## config.mk

```make
export PLATFORM = sky130hd
export DESIGN_NAME = unicycle_go_to_goal_controller_unit_flat
export DESIGN_NICKNAME = d
export VERILOG_FILES = /design/src/ugg_pkg.sv /design/src/ugg_if.sv /design/src/ugg_cordic.sv /design/src/ugg_isqrt.sv /design/src/unicycle_go_to_goal_controller_unit.sv /design/src/flat_wrapper.sv
export SDC_FILE = /design/constraint.sdc
export NUM_CORES = 2
export LEC_CHECK = 0
export ABC_AREA = 1
export BUFFER_PORTS_ARGS = -buffer_cell sky130_fd_sc_hd__buf_2
export CAP_MARGIN = 25
export CORE_MARGIN = 4
export CORE_UTILIZATION = 45
export CTS_BUF_LIST = sky130_fd_sc_hd__clkbuf_8
export DETAILED_ROUTE_END_ITERATION = 8
export GPL_ROUTABILITY_DRIVEN = 1
export GPL_TIMING_DRIVEN = 0
export PLACE_DENSITY = 0.71
export SETUP_SLACK_MARGIN = 0.4
export SYNTH_ARGS = -nofsm -noshare
export SYNTH_HDL_FRONTEND = slang
export SYNTH_HIERARCHICAL = 1
export SYNTH_SLANG_ARGS = --single-unit
export TNS_END_PERCENT = 50
```

## constraint.sdc

```tcl
create_clock -name clk -period 7.67 [get_ports clk]
set_input_delay 1.534 -clock clk [delete_from_list [all_inputs] [get_ports clk]]
set_output_delay 1.534 -clock clk [all_outputs]
set_load 0.02 [all_outputs]
```

## src/ugg_pkg.sv

```systemverilog
package ugg_pkg;

  localparam int PosW    = 16;
  localparam int AngW    = 16;
  localparam int DiffW   = 17;
  localparam int GainW   = 12;
  localparam int DtolW   = 10;
  localparam int AtolW   = 12;
  localparam int SpdW    = 18;
  localparam int TurnW   = 18;
  localparam int CfgW    = 12;
  localparam int CfgIdxW = 3;
  localparam int SqW     = 33;   // dx^2 + dy^2 stays below 2^33
  localparam int RootW   = 17;   // floor(sqrt(d2)) below 2^17
  localparam int WrapW   = 18;

  localparam logic signed [WrapW-1:0] PiQ13    = 18'sd25736;
  localparam logic signed [WrapW-1:0] TwoPiQ13 = 18'sd51472;

  typedef enum logic [1:0] {
    PH_IDLE = 2'd0,
    PH_AIM  = 2'd1,
    PH_MOVE = 2'd2
  } phase_t;

  typedef enum logic [2:0] {
    ST_IDLE,
    ST_LOAD,
    ST_SQUARE,
    ST_SUM,
    ST_RUN,
    ST_RESOLVE,
    ST_MUL,
    ST_OUT
  } state_t;

  typedef enum logic [CfgIdxW-1:0] {
    REG_LINEAR_GAIN = 3'd0,
    REG_MOVE_GAIN   = 3'd1,
    REG_AIM_GAIN    = 3'd2,
    REG_DIST_TOL    = 3'd3,
    REG_ANGLE_TOL   = 3'd4
  } cfg_reg_t;

  // start / busy handshake between the sequencer and an iterative unit
  typedef struct packed {
    logic start;
  } unit_req_t;

  // atan(2^-i) in Q.16
  function automatic logic [16:0] atan_q16(input logic [4:0] i);
    logic [16:0] r;
    case (i)
      5'd0:    r = 17'd51472;
      5'd1:    r = 17'd30386;
      5'd2:    r = 17'd16055;
      5'd3:    r = 17'd8150;
      5'd4:    r = 17'd4091;
      5'd5:    r = 17'd2047;
      5'd6:    r = 17'd1024;
      5'd7:    r = 17'd512;
      5'd8:    r = 17'd256;
      5'd9:    r = 17'd128;
      5'd10:   r = 17'd64;
      5'd11:   r = 17'd32;
      5'd12:   r = 17'd16;
      5'd13:   r = 17'd8;
      5'd14:   r = 17'd4;
      5'd15:   r = 17'd2;
      5'd16:   r = 17'd1;
      default: r = 17'd0;
    endcase
    return r;
  endfunction

  // one-step wrap into (-pi, pi]; inputs never exceed 3*pi in magnitude
  function automatic logic signed [WrapW-1:0] wrap_angle(input logic signed [WrapW-1:0] a);
    logic signed [WrapW-1:0] r;
    if (a > PiQ13) r = a - TwoPiQ13;
    else if (a <= -PiQ13) r = a + TwoPiQ13;
    else r = a;
    return r;
  endfunction

endpackage

```

## src/ugg_if.sv

```systemverilog
interface ugg_in_if;
  import ugg_pkg::*;
  logic                   valid;
  logic                   ready;
  logic                   start_segment;
  logic signed [PosW-1:0] pose_x;
  logic signed [PosW-1:0] pose_y;
  logic signed [AngW-1:0] pose_heading;
  logic signed [PosW-1:0] target_x;
  logic signed [PosW-1:0] target_y;

  modport source (output valid, start_segment, pose_x, pose_y, pose_heading,
                  target_x, target_y, input ready);
  modport sink (input valid, start_segment, pose_x, pose_y, pose_heading,
                target_x, target_y, output ready);
endinterface

interface ugg_out_if;
  import ugg_pkg::*;
  logic                    valid;
  logic                    ready;
  logic [SpdW-1:0]         forward_speed;
  logic signed [TurnW-1:0] turn_rate;
  logic [1:0]              phase;
  logic                    segment_done;

  modport source (output valid, forward_speed, turn_rate, phase, segment_done,
                  input ready);
  modport sink (input valid, forward_speed, turn_rate, phase, segment_done,
                output ready);
endinterface

```

## src/ugg_cordic.sv

```systemverilog
module ugg_cordic #(
  parameter int CORDIC_STEPS = 16
) (
  input  logic                             clk,
  input  logic                             rst,
  input  ugg_pkg::unit_req_t               req,
  input  logic signed [ugg_pkg::DiffW-1:0] dx,
  input  logic signed [ugg_pkg::DiffW-1:0] dy,
  output logic                             busy,
  output logic signed [ugg_pkg::AngW-1:0]  angle
);
  import ugg_pkg::*;

  localparam int CW = $clog2(CORDIC_STEPS);
  localparam logic signed [19:0] HalfPi = 20'sd102944;

  logic signed [31:0] x, y, xi, yi;
  logic signed [19:0] z;
  logic [CW-1:0]      cnt;
  logic               zero;
  logic signed [19:0] atan_s;
  logic signed [19:0] zr;

  assign xi = {{3{dx[DiffW-1]}}, dx, 12'b0};
  assign yi = {{3{dy[DiffW-1]}}, dy, 12'b0};
  assign atan_s = signed'({3'b0, atan_q16(5'(cnt))});

  always_ff @(posedge clk) begin
    if (rst) begin
      busy <= 1'b0;
      cnt  <= '0;
    end else if (req.start) begin
      busy <= 1'b1;
      cnt  <= '0;
      zero <= (dx == '0) && (dy == '0);
      if (xi < 0) begin
        if (yi >= 0) begin
          x <= yi; y <= -xi; z <= HalfPi;
        end else begin
          x <= -yi; y <= xi; z <= -HalfPi;
        end
      end else begin
        x <= xi; y <= yi; z <= '0;
      end
    end else if (busy) begin
      if (y > 0) begin
        x <= x + (y >>> cnt);
        y <= y - (x >>> cnt);
        z <= z + atan_s;
      end else begin
        x <= x - (y >>> cnt);
        y <= y + (x >>> cnt);
        z <= z - atan_s;
      end
      cnt <= cnt + 1'b1;
      if (cnt == CW'(CORDIC_STEPS - 1)) busy <= 1'b0;
    end
  end

  // round Q.16 to Q2.13
  assign zr = (z + 20'sd4) >>> 3;
  assign angle = zero ? '0 : AngW'(wrap_angle(WrapW'(zr)));

endmodule

```

## src/ugg_isqrt.sv

```systemverilog
module ugg_isqrt (
  input  logic                       clk,
  input  logic                       rst,
  input  ugg_pkg::unit_req_t         req,
  input  logic [ugg_pkg::SqW-1:0]    value,
  output logic                       busy,
  output logic [ugg_pkg::RootW-1:0]  root
);
  import ugg_pkg::*;

  // two bits of the radicand per cycle
  logic [SqW-1:0] rem;
  logic [SqW:0]   r;
  logic [SqW-1:0] bitv;
  logic [SqW:0]   trial;

  assign trial = r + {1'b0, bitv};

  always_ff @(posedge clk) begin
    if (rst) begin
      busy <= 1'b0;
    end else if (req.start) begin
      busy <= 1'b1;
      rem  <= value;
      r    <= '0;
      bitv <= {1'b1, {(SqW-1){1'b0}}};
    end else if (busy) begin
      if ({1'b0, rem} >= trial) begin
        rem <= SqW'({1'b0, rem} - trial);
        r   <= (r >> 1) + {1'b0, bitv};
      end else begin
        r <= r >> 1;
      end
      bitv <= bitv >> 2;
      if (bitv[0]) busy <= 1'b0;
    end
  end

  assign root = r[RootW-1:0];

endmodule

```

## src/unicycle_go_to_goal_controller_unit.sv

```systemverilog
// Channel | dir | handshake     | payload
// in_ch   | in  | valid / ready | start_segment, pose_x, pose_y, pose_heading, target_x/y
// out_ch  | out | valid / ready | forward_speed, turn_rate, phase, segment_done
// cfg     | in  | cfg_we        | cfg_index (register number), cfg_data
//
// An item passes from accept to result through load, square, sum, the CORDIC
// beside the 17-step square root with a wait until both are done, then resolve,
// multiply and output. The input is ready only in idle, so no new item is
// taken before the current one has left the output step.
// A new item is taken as soon as the previous one has moved into the result
// register; a stalled output holds its item while the next one computes.
// Reset (rst, synchronous) returns to idle phase with goal and aim zeroed and
// the registers at their defaults.
module unicycle_go_to_goal_controller_unit #(
  parameter int CORDIC_STEPS = 16
) (
  input  logic                                clk,
  input  logic                                rst,
  ugg_in_if.sink                              in_ch,
  ugg_out_if.source                           out_ch,
  input  logic                                cfg_we,
  input  logic [ugg_pkg::CfgIdxW-1:0]         cfg_index,
  input  logic [ugg_pkg::CfgW-1:0]            cfg_data
);
  import ugg_pkg::*;

  // configuration
  logic [GainW-1:0] lin_gain, move_gain, aim_gain;
  logic [DtolW-1:0] reach_tol;
  logic [AtolW-1:0] ang_tol;

  always_ff @(posedge clk) begin
    if (rst) begin
      lin_gain  <= 12'd640;
      move_gain <= 12'd768;
      aim_gain  <= 12'd1024;
      reach_tol <= 10'd10;
      ang_tol   <= 12'd1;
    end else if (cfg_we) begin
      unique case (cfg_reg_t'(cfg_index))
        REG_LINEAR_GAIN: lin_gain  <= cfg_data;
        REG_MOVE_GAIN:   move_gain <= cfg_data;
        REG_AIM_GAIN:    aim_gain  <= cfg_data;
        REG_DIST_TOL:    reach_tol <= cfg_data[DtolW-1:0];
        REG_ANGLE_TOL:   ang_tol   <= cfg_data;
        default: ;  // unused indexes are dropped
      endcase
    end
  end

  // sequencer state
  state_t state, state_next;

  // item registers
  logic                    start_r;
  logic signed [PosW-1:0]  px, py;
  logic signed [AngW-1:0]  hd_raw, hd_w;
  logic signed [PosW-1:0]  goal_x, goal_y;
  logic signed [AngW-1:0]  aim_angle;
  phase_t                  ctl_phase;
  logic signed [DiffW-1:0] dx, dy;
  logic [31:0]             dxsq, dysq;
  logic [SqW-1:0]          d2, d2_sum;
  logic signed [33:0]      dx_sq_full, dy_sq_full;

  // resolve results
  phase_t                  res_phase;
  logic signed [DiffW-1:0] err;
  logic [GainW-1:0]        tgain;
  logic                    spd_en, turn_en, done_r;
  logic signed [29:0]      tprod;
  logic [28:0]             sprod;

  // output register
  logic                    out_valid;
  logic [SpdW-1:0]         out_speed;
  logic signed [TurnW-1:0] out_turn;
  phase_t                  out_phase;
  logic                    out_done;

  // units
  unit_req_t               cor_req, sq_req;
  logic                    cor_busy, sq_busy;
  logic signed [AngW-1:0]  cor_angle;
  logic [RootW-1:0]        root_val;

  logic in_fire, out_free;

  assign in_fire  = in_ch.valid && in_ch.ready;
  assign out_free = !out_valid || out_ch.ready;
  assign d2_sum   = {1'b0, dxsq} + {1'b0, dysq};
  assign dx_sq_full = dx * dx;
  assign dy_sq_full = dy * dy;

  ugg_cordic #(.CORDIC_STEPS(CORDIC_STEPS)) u_cordic (
    .clk, .rst, .req(cor_req), .dx, .dy, .busy(cor_busy), .angle(cor_angle)
  );

  ugg_isqrt u_isqrt (
    .clk, .rst, .req(sq_req), .value(d2_sum), .busy(sq_busy), .root(root_val)
  );

  // next state
  always_comb begin
    state_next = state;
    unique case (state)
      ST_IDLE:    if (in_ch.valid) state_next = ST_LOAD;
      ST_LOAD:    state_next = ST_SQUARE;
      ST_SQUARE:  state_next = ST_SUM;
      ST_SUM:     state_next = ST_RUN;
      ST_RUN:     if (!cor_busy && !sq_busy) state_next = ST_RESOLVE;
      ST_RESOLVE: state_next = ST_MUL;
      ST_MUL:     state_next = ST_OUT;
      ST_OUT:     if (out_free) state_next = ST_IDLE;
      default:    state_next = ST_IDLE;
    endcase
  end

  // sequencer outputs
  always_comb begin
    in_ch.ready  = 1'b0;
    cor_req.start = 1'b0;
    sq_req.start  = 1'b0;
    unique case (state)
      ST_IDLE: in_ch.ready = 1'b1;
      ST_SUM: begin
        cor_req.start = 1'b1;
        sq_req.start  = 1'b1;
      end
      default: ;
    endcase
  end

  always_ff @(posedge clk) begin
    if (rst) state <= ST_IDLE;
    else state <= state_next;
  end

  // phase decision for this item
  phase_t                  cur_phase;
  logic signed [WrapW-1:0] aim_err, move_err, aim_mag;
  logic signed [AngW-1:0]  aim_src;

  always_comb begin
    cur_phase = start_r ? PH_AIM : ctl_phase;
    aim_src   = start_r ? cor_angle : aim_angle;
    aim_err   = wrap_angle(WrapW'(aim_src) - WrapW'(hd_w));
    move_err  = wrap_angle(WrapW'(cor_angle) - WrapW'(hd_w));
    aim_mag   = (aim_err < 0) ? -aim_err : aim_err;
  end

  // outcome of the resolve step
  phase_t                  res_phase_next;
  logic signed [DiffW-1:0] err_next;
  logic [GainW-1:0]        tgain_next;
  logic                    spd_en_next, turn_en_next, done_next;
  logic [2*DtolW-1:0]      tol_sq;

  assign tol_sq = reach_tol * reach_tol;

  always_comb begin
    res_phase_next = PH_IDLE;
    err_next       = DiffW'(aim_err);
    tgain_next     = aim_gain;
    spd_en_next    = 1'b0;
    turn_en_next   = 1'b0;
    done_next      = 1'b0;
    unique case (cur_phase)
      PH_AIM: begin
        if (aim_mag <= signed'(WrapW'(ang_tol))) begin
          res_phase_next = PH_MOVE;
        end else begin
          res_phase_next = PH_AIM;
          turn_en_next   = 1'b1;
        end
      end
      PH_MOVE: begin
        if (d2 <= SqW'(tol_sq)) begin
          done_next = 1'b1;
        end else begin
          res_phase_next = PH_MOVE;
          spd_en_next    = 1'b1;
          turn_en_next   = 1'b1;
          err_next       = DiffW'(move_err);
          tgain_next     = move_gain;
        end
      end
      default: ;
    endcase
  end

  // saturation of the gain products
  logic [20:0]        spd_sh;
  logic signed [21:0] turn_sh;
  logic [SpdW-1:0]    spd_sat;
  logic signed [TurnW-1:0] turn_sat;

  always_comb begin
    spd_sh  = sprod[28:8];
    turn_sh = 22'(tprod >>> 8);
    spd_sat = (spd_sh > 21'd262143) ? {SpdW{1'b1}} : spd_sh[SpdW-1:0];
    if (turn_sh > 22'sd131071) turn_sat = 18'sd131071;
    else if (turn_sh < -22'sd131072) turn_sat = -18'sd131072;
    else turn_sat = turn_sh[TurnW-1:0];
  end

  always_ff @(posedge clk) begin
    if (rst) begin
      ctl_phase <= PH_IDLE;
      goal_x    <= '0;
      goal_y    <= '0;
      aim_angle <= '0;
      out_valid <= 1'b0;
    end else begin
      if (state == ST_OUT && out_free) out_valid <= 1'b1;
      else if (out_ch.ready) out_valid <= 1'b0;
      if (in_fire && in_ch.start_segment) begin
        goal_x <= in_ch.target_x;
        goal_y <= in_ch.target_y;
      end
      // res_phase is settled once the resolve step is past
      if (state == ST_MUL) begin
        if (start_r) aim_angle <= cor_angle;
        ctl_phase <= res_phase;
      end
    end
  end

  // datapath, no reset needed
  always_ff @(posedge clk) begin
    if (in_fire) begin
      start_r <= in_ch.start_segment;
      px      <= in_ch.pose_x;
      py      <= in_ch.pose_y;
      hd_raw  <= in_ch.pose_heading;
    end
    case (state)
      ST_LOAD: begin
        dx   <= {goal_x[PosW-1], goal_x} - {px[PosW-1], px};
        dy   <= {goal_y[PosW-1], goal_y} - {py[PosW-1], py};
        hd_w <= AngW'(wrap_angle({{2{hd_raw[AngW-1]}}, hd_raw}));
      end
      ST_SQUARE: begin
        dxsq <= dx_sq_full[31:0];
        dysq <= dy_sq_full[31:0];
      end
      ST_SUM: d2 <= d2_sum;
      ST_RESOLVE: begin
        res_phase <= res_phase_next;
        err       <= err_next;
        tgain     <= tgain_next;
        spd_en    <= spd_en_next;
        turn_en   <= turn_en_next;
        done_r    <= done_next;
      end
      ST_MUL: begin
        tprod <= signed'({1'b0, tgain}) * err;
        sprod <= lin_gain * root_val;
      end
      ST_OUT: begin
        if (out_free) begin
          out_speed <= spd_en ? spd_sat : '0;
          out_turn  <= turn_en ? turn_sat : '0;
          out_phase <= res_phase;
          out_done  <= done_r;
        end
      end
      default: ;
    endcase
  end

  assign out_ch.valid         = out_valid;
  assign out_ch.forward_speed = out_speed;
  assign out_ch.turn_rate     = out_turn;
  assign out_ch.phase         = out_phase;
  assign out_ch.segment_done  = out_done;

  // a finished segment always carries a zero command and idle phase
  a_done_zero: assert property (@(posedge clk) disable iff (rst)
    out_valid && out_done |-> out_speed == '0 && out_turn == '0 && out_phase == PH_IDLE)
    else $error("segment_done with nonzero command");

  // turning in place never drives forward
  a_aim_no_speed: assert property (@(posedge clk) disable iff (rst)
    out_valid && out_phase == PH_AIM |-> out_speed == '0)
    else $error("forward speed while aiming");

  // units are only busy while the sequencer waits on them
  a_units_idle: assert property (@(posedge clk) disable iff (rst)
    in_ch.ready |-> !cor_busy && !sq_busy)
    else $error("iterative unit busy while accepting");

  // a result is loaded only from the output step
  a_load_src: assert property (@(posedge clk) disable iff (rst)
    $rose(out_valid) |-> $past(state) == ST_OUT)
    else $error("result appeared outside output step");

endmodule

```

## src/flat_wrapper.sv

```systemverilog
// flat-port wrapper written by rule: the top's interface ports become plain ports
module unicycle_go_to_goal_controller_unit_flat import ugg_pkg::*;
#(
  parameter int CORDIC_STEPS = 16
)
  (clk, rst, cfg_we, cfg_index, cfg_data, in_ch_valid, in_ch_start_segment, in_ch_pose_x, in_ch_pose_y, in_ch_pose_heading, in_ch_target_x, in_ch_target_y, in_ch_ready, out_ch_valid, out_ch_forward_speed, out_ch_turn_rate, out_ch_phase, out_ch_segment_done, out_ch_ready);
  ugg_in_if in_ch_i ();
  ugg_out_if out_ch_i ();
  input  logic clk;
  input  logic rst;
  input  logic cfg_we;
  input  logic [ugg_pkg::CfgIdxW-1:0] cfg_index;
  input  logic [ugg_pkg::CfgW-1:0] cfg_data;
  input wire logic [$bits(in_ch_i.valid)-1:0] in_ch_valid;
  input wire logic [$bits(in_ch_i.start_segment)-1:0] in_ch_start_segment;
  input wire logic [$bits(in_ch_i.pose_x)-1:0] in_ch_pose_x;
  input wire logic [$bits(in_ch_i.pose_y)-1:0] in_ch_pose_y;
  input wire logic [$bits(in_ch_i.pose_heading)-1:0] in_ch_pose_heading;
  input wire logic [$bits(in_ch_i.target_x)-1:0] in_ch_target_x;
  input wire logic [$bits(in_ch_i.target_y)-1:0] in_ch_target_y;
  output wire logic [$bits(in_ch_i.ready)-1:0] in_ch_ready;
  output wire logic [$bits(out_ch_i.valid)-1:0] out_ch_valid;
  output wire logic [$bits(out_ch_i.forward_speed)-1:0] out_ch_forward_speed;
  output wire logic [$bits(out_ch_i.turn_rate)-1:0] out_ch_turn_rate;
  output wire logic [$bits(out_ch_i.phase)-1:0] out_ch_phase;
  output wire logic [$bits(out_ch_i.segment_done)-1:0] out_ch_segment_done;
  input wire logic [$bits(out_ch_i.ready)-1:0] out_ch_ready;
  assign in_ch_i.valid = in_ch_valid;
  assign in_ch_i.start_segment = in_ch_start_segment;
  assign in_ch_i.pose_x = in_ch_pose_x;
  assign in_ch_i.pose_y = in_ch_pose_y;
  assign in_ch_i.pose_heading = in_ch_pose_heading;
  assign in_ch_i.target_x = in_ch_target_x;
  assign in_ch_i.target_y = in_ch_target_y;
  assign in_ch_ready = in_ch_i.ready;
  assign out_ch_valid = out_ch_i.valid;
  assign out_ch_forward_speed = out_ch_i.forward_speed;
  assign out_ch_turn_rate = out_ch_i.turn_rate;
  assign out_ch_phase = out_ch_i.phase;
  assign out_ch_segment_done = out_ch_i.segment_done;
  assign out_ch_i.ready = out_ch_ready;
  unicycle_go_to_goal_controller_unit #(.CORDIC_STEPS(CORDIC_STEPS)) u_core (.clk(clk), .rst(rst), .in_ch(in_ch_i), .out_ch(out_ch_i), .cfg_we(cfg_we), .cfg_index(cfg_index), .cfg_data(cfg_data));
endmodule
```

==> results.json <==
{
  "status": "complete, no violations",
  "drive_gt1_share_pct": 9.12,
  "hp-start": "u_core/move_gain[9]",
  "wl_um": 251000,
  "crit_required_ns": 8.32,
  "endpoint_kind": "flip-flop",
  "synth_area_leaders": "fa_1 (22%), edfxtp_1 (18%), nand2_1 (11%)",
  "final_area_um2": 90000,
  "grt_max_degree": 59,
  "wl_per_cell_um": 18.9,
  "hp-class": "flip-flop to flip-flop",
  "fin_crit_ns": 7.32,
  "synth-simple-area-share_pct": 21.2,
  "yosys.area_share.adder_pct": 32.4,
  "ys_top_cells_by_count": "nand2_1 (2392), inv_1 (2050), fa_1 (909)",
  "synth_nets": 12100,
  "port-buffer-count": 141,
  "syn_inst": 10500,
  "vias": 71900,
  "multi_input_area_um2": 56200,
  "grt_pass1_vias": 71100,
  "synth.area.mux_share_pct": 0.0138,
  "synth_cell_types": 78,
  "regArea_um2": 17100,
  "dpl.hpwl_um": 205000,
  "synth-edff-count": 479,
  "crit_fanout": 10,
  "placed_cell_area_um2": 85400,
  "timing.final.ws_setup_ns": 0.351,
  "worst-r2r-cell-count": 24,
  "cts_tree": "yes",
  "cts_root_buf": "clkbuf_8",
  "grt_remaining_overflow": 0,
  "slew_viol_final": 0,
  "cp-startpoint": "u_core/dx[4]",
  "fin_hold_ws_ns": 0.460,
  "cp-start-kind": "flip-flop",
  "netlist.area_leader.share_pct": 22.3,
  "synthArstFlopShare_pct": 0,
  "setup_viol": 0,
  "path_cells": "clkbuf_2, clkbuf_2, nand2_1, fa_1, inv_1, fa_1, ha_1, inv_1, fa_1, inv_1, fa_1, fa_1, ha_1, nand2_1, o21ai_0, a21oi_1, o21bai_1, a21oi_1, o21bai_1, a21boi_0, o21bai_1, nand3_1, nand2_1, xor2_1",
  "relSlewSlack_pct": 24.7,
  "synth_top_area_cell": "fa_1",
  "syn_area_um2": 81400,
  "cts_sinks": 613,
  "max-cap-violations": 0,
  "place_ws_ns": -1.82,
  "worstMarginPinSlew_ns": 1.13,
  "start_util_pct": 45.4,
  "clock_latency_ns": 0.91,
  "coreArea_um2": 179000,
  "syn2layout_area_growth_pct": 10.5,
  "antenna_found_initial": 5,
  "fill_cells": 17100,
  "die-width_um": 433,
  "synth_compound_area_share_pct": 9.16,
  "final.setup.tns_ns": 0,
  "ys_seq_elements": 613,
  "synth-main-ff-cell": "edfxtp_1",
  "dr.pass1.iters": 6,
  "ys_seq_area_share_pct": 21.0,
  "cts_made_buffers": 108,
  "routabilityCongestion": 1.00,
  "clock_skew_ns": 0.0601,
  "die_height_um": 433,
  "io_pins": 142,
  "yosysMostFrequentCell": "nand2_1",
  "vias_per_cell": 5.41,
  "rsz0062_at_grt": "true",
  "avgSynthCellArea_um2": 7.78,
  "grt.total_usage_pct": 26.2,
  "hold_viol": 0,
  "worstPathArrival_ns": 7.96,
  "cp_slowest_stage_delay_ns": 0.64,
  "fin_crit_sh_pct": 95.4,
  "worst-setup-path-type": "flip-flop to flip-flop",
  "cpMostUsedCell": "fa_1",
  "synth_top_family_by_area": "adder cells",
  "h-tree-depth": 3,
  "synth-xor-area-share_pct": 4.75,
  "cts_buffer_depth": 3,
  "clk_pin_slew_worst_paths_ns": 0.06,
  "drc": 0,
  "dieArea_um2": 188000,
  "hold_depth": 2,
  "grt_pass1_wl_um": 387000,
  "crit_path_top_delay_cell": "edfxtp_1",
  "nets": 12500,
  "yosys_warnings": 6,
  "first_iter_violations": 6920,
  "rows": 155,
  "fmaxAchievable_mhz": 137,
  "rr_startpoint": "u_core/dx[4]",
  "postRouteAntennaNets": 0
}
==> critical path: cells and delay by family, from the launching register on <==
kind / cells / cell delay, ns
and+or+nand+nor: 4 / 0.50
DFF: 1 / 0.64
buffers and inverters: 5 / 0.81
adders and majority gates: 7 / 3.12
AOI/OAI and AO/OA: 7 / 1.65
xor gates and xnor gates: 1 / 0.33
==> repair_timing <==
action / in CTS / in global routing
setup buffers: 31 / 74
pin swaps: 42 / 88
resized for setup: 176 / 252
endpoints found under the setup margin: 47 / 51
hold buffers: 0 / 0
gates cloned: 2 / 1
==> registers in the layout, summed over array words and instances (netlist names), 16 cells and up <==
register                     count
u_core/u_isqrt/r                34
u_core/d2                       33
u_core/u_isqrt/rem              33
u_core/u_cordic/x               32
u_core/u_cordic/y               32
u_core/dxsq                     31
u_core/dysq                     31
u_core/tprod                    22
u_core/sprod                    21
u_core/u_cordic/z               20
u_core/out_ch.forward_speed     18
u_core/out_ch.turn_rate         18
u_core/dx                       17
u_core/dy                       17
u_core/err                      17
u_core/u_isqrt/bitv             17
u_core/aim_angle                16
u_core/goal_x                   16
u_core/goal_y                   16
u_core/hd_raw                   16
u_core/hd_w                     16
u_core/px                       16
u_core/py                       16
u_core/u_cordic/atan_s          16
==> final timing paths <==
kind                          to  slack, ns
max              u_core/dxsq[24]       0.35
min reg2reg  u_core/move_gain[9]       0.46
min          u_core/move_gain[9]       0.46
max reg2reg      u_core/dxsq[24]       0.35
==> area by class of cell <==
cell class                      count  area share [%]
Timing Repair Buffer              261            2.06
Clock inverter                     88           0.687
Tap cell                         2355            3.28
Clock buffer                      117            1.79
Sequential cell                   613            19.0
Inverter                         2086            8.73
Antenna cell                       10          0.0278
Multi-Input combinational cell   7426            62.5
Buffer                            344            1.99
==> per-layer routing <==
layer	vias up	wire length, um	global-route usage (%)	share of wire (%)
met5	-	0	0	0
met4	0	13900	12.2	5.6
met3	637	17600	3.68	7.0
met2	3037	119000	44.3	47
met1	34500	100000	33.1	40
li1	33700	-	-	-
==> cells by family (layout without fill, tap and decap cells) <==
logic type,after synthesis,count (layout)
flops,613,613
fa+ha+maj,1560,1560
other cells,0,10
xor+xnor,439,439
compound gates,1348,1348
buf+inv,2430,2896
simple gates,4078,4078
mux,1,1
==> cells in the final DEF, fill, tap and decap left out, drive strengths merged, types with 15 or more instances in the layout <==
master  instances
nor3           90
a21o           18
o21bai         30
a21boi         19
o21ai         533
xor2          280
fa            909
nor4           32
nand2        2484
nand3b         17
o221ai         15
a31oi          28
clkinv         42
or2            48
xnor2         159
ha            651
nand4          89
o211ai         31
clkbuf        377
nor2          664
buf           345
dfxtp         134
o21a           19
o31ai          24
a21oi         587
inv          2125
edfxtp        479
nand3         638
==> metrics by stage <==
step                cells  util, %
floorplan           10500        -
global placement    13000     47.5
detailed placement  13000     47.7
CTS                 13200     49.4
global route        13300     50.2
finish              13300     50.2
Power is left out: the tool's default activity adds up to more than one toggle a clock period on the data nets, which glitch-free logic cannot reach.
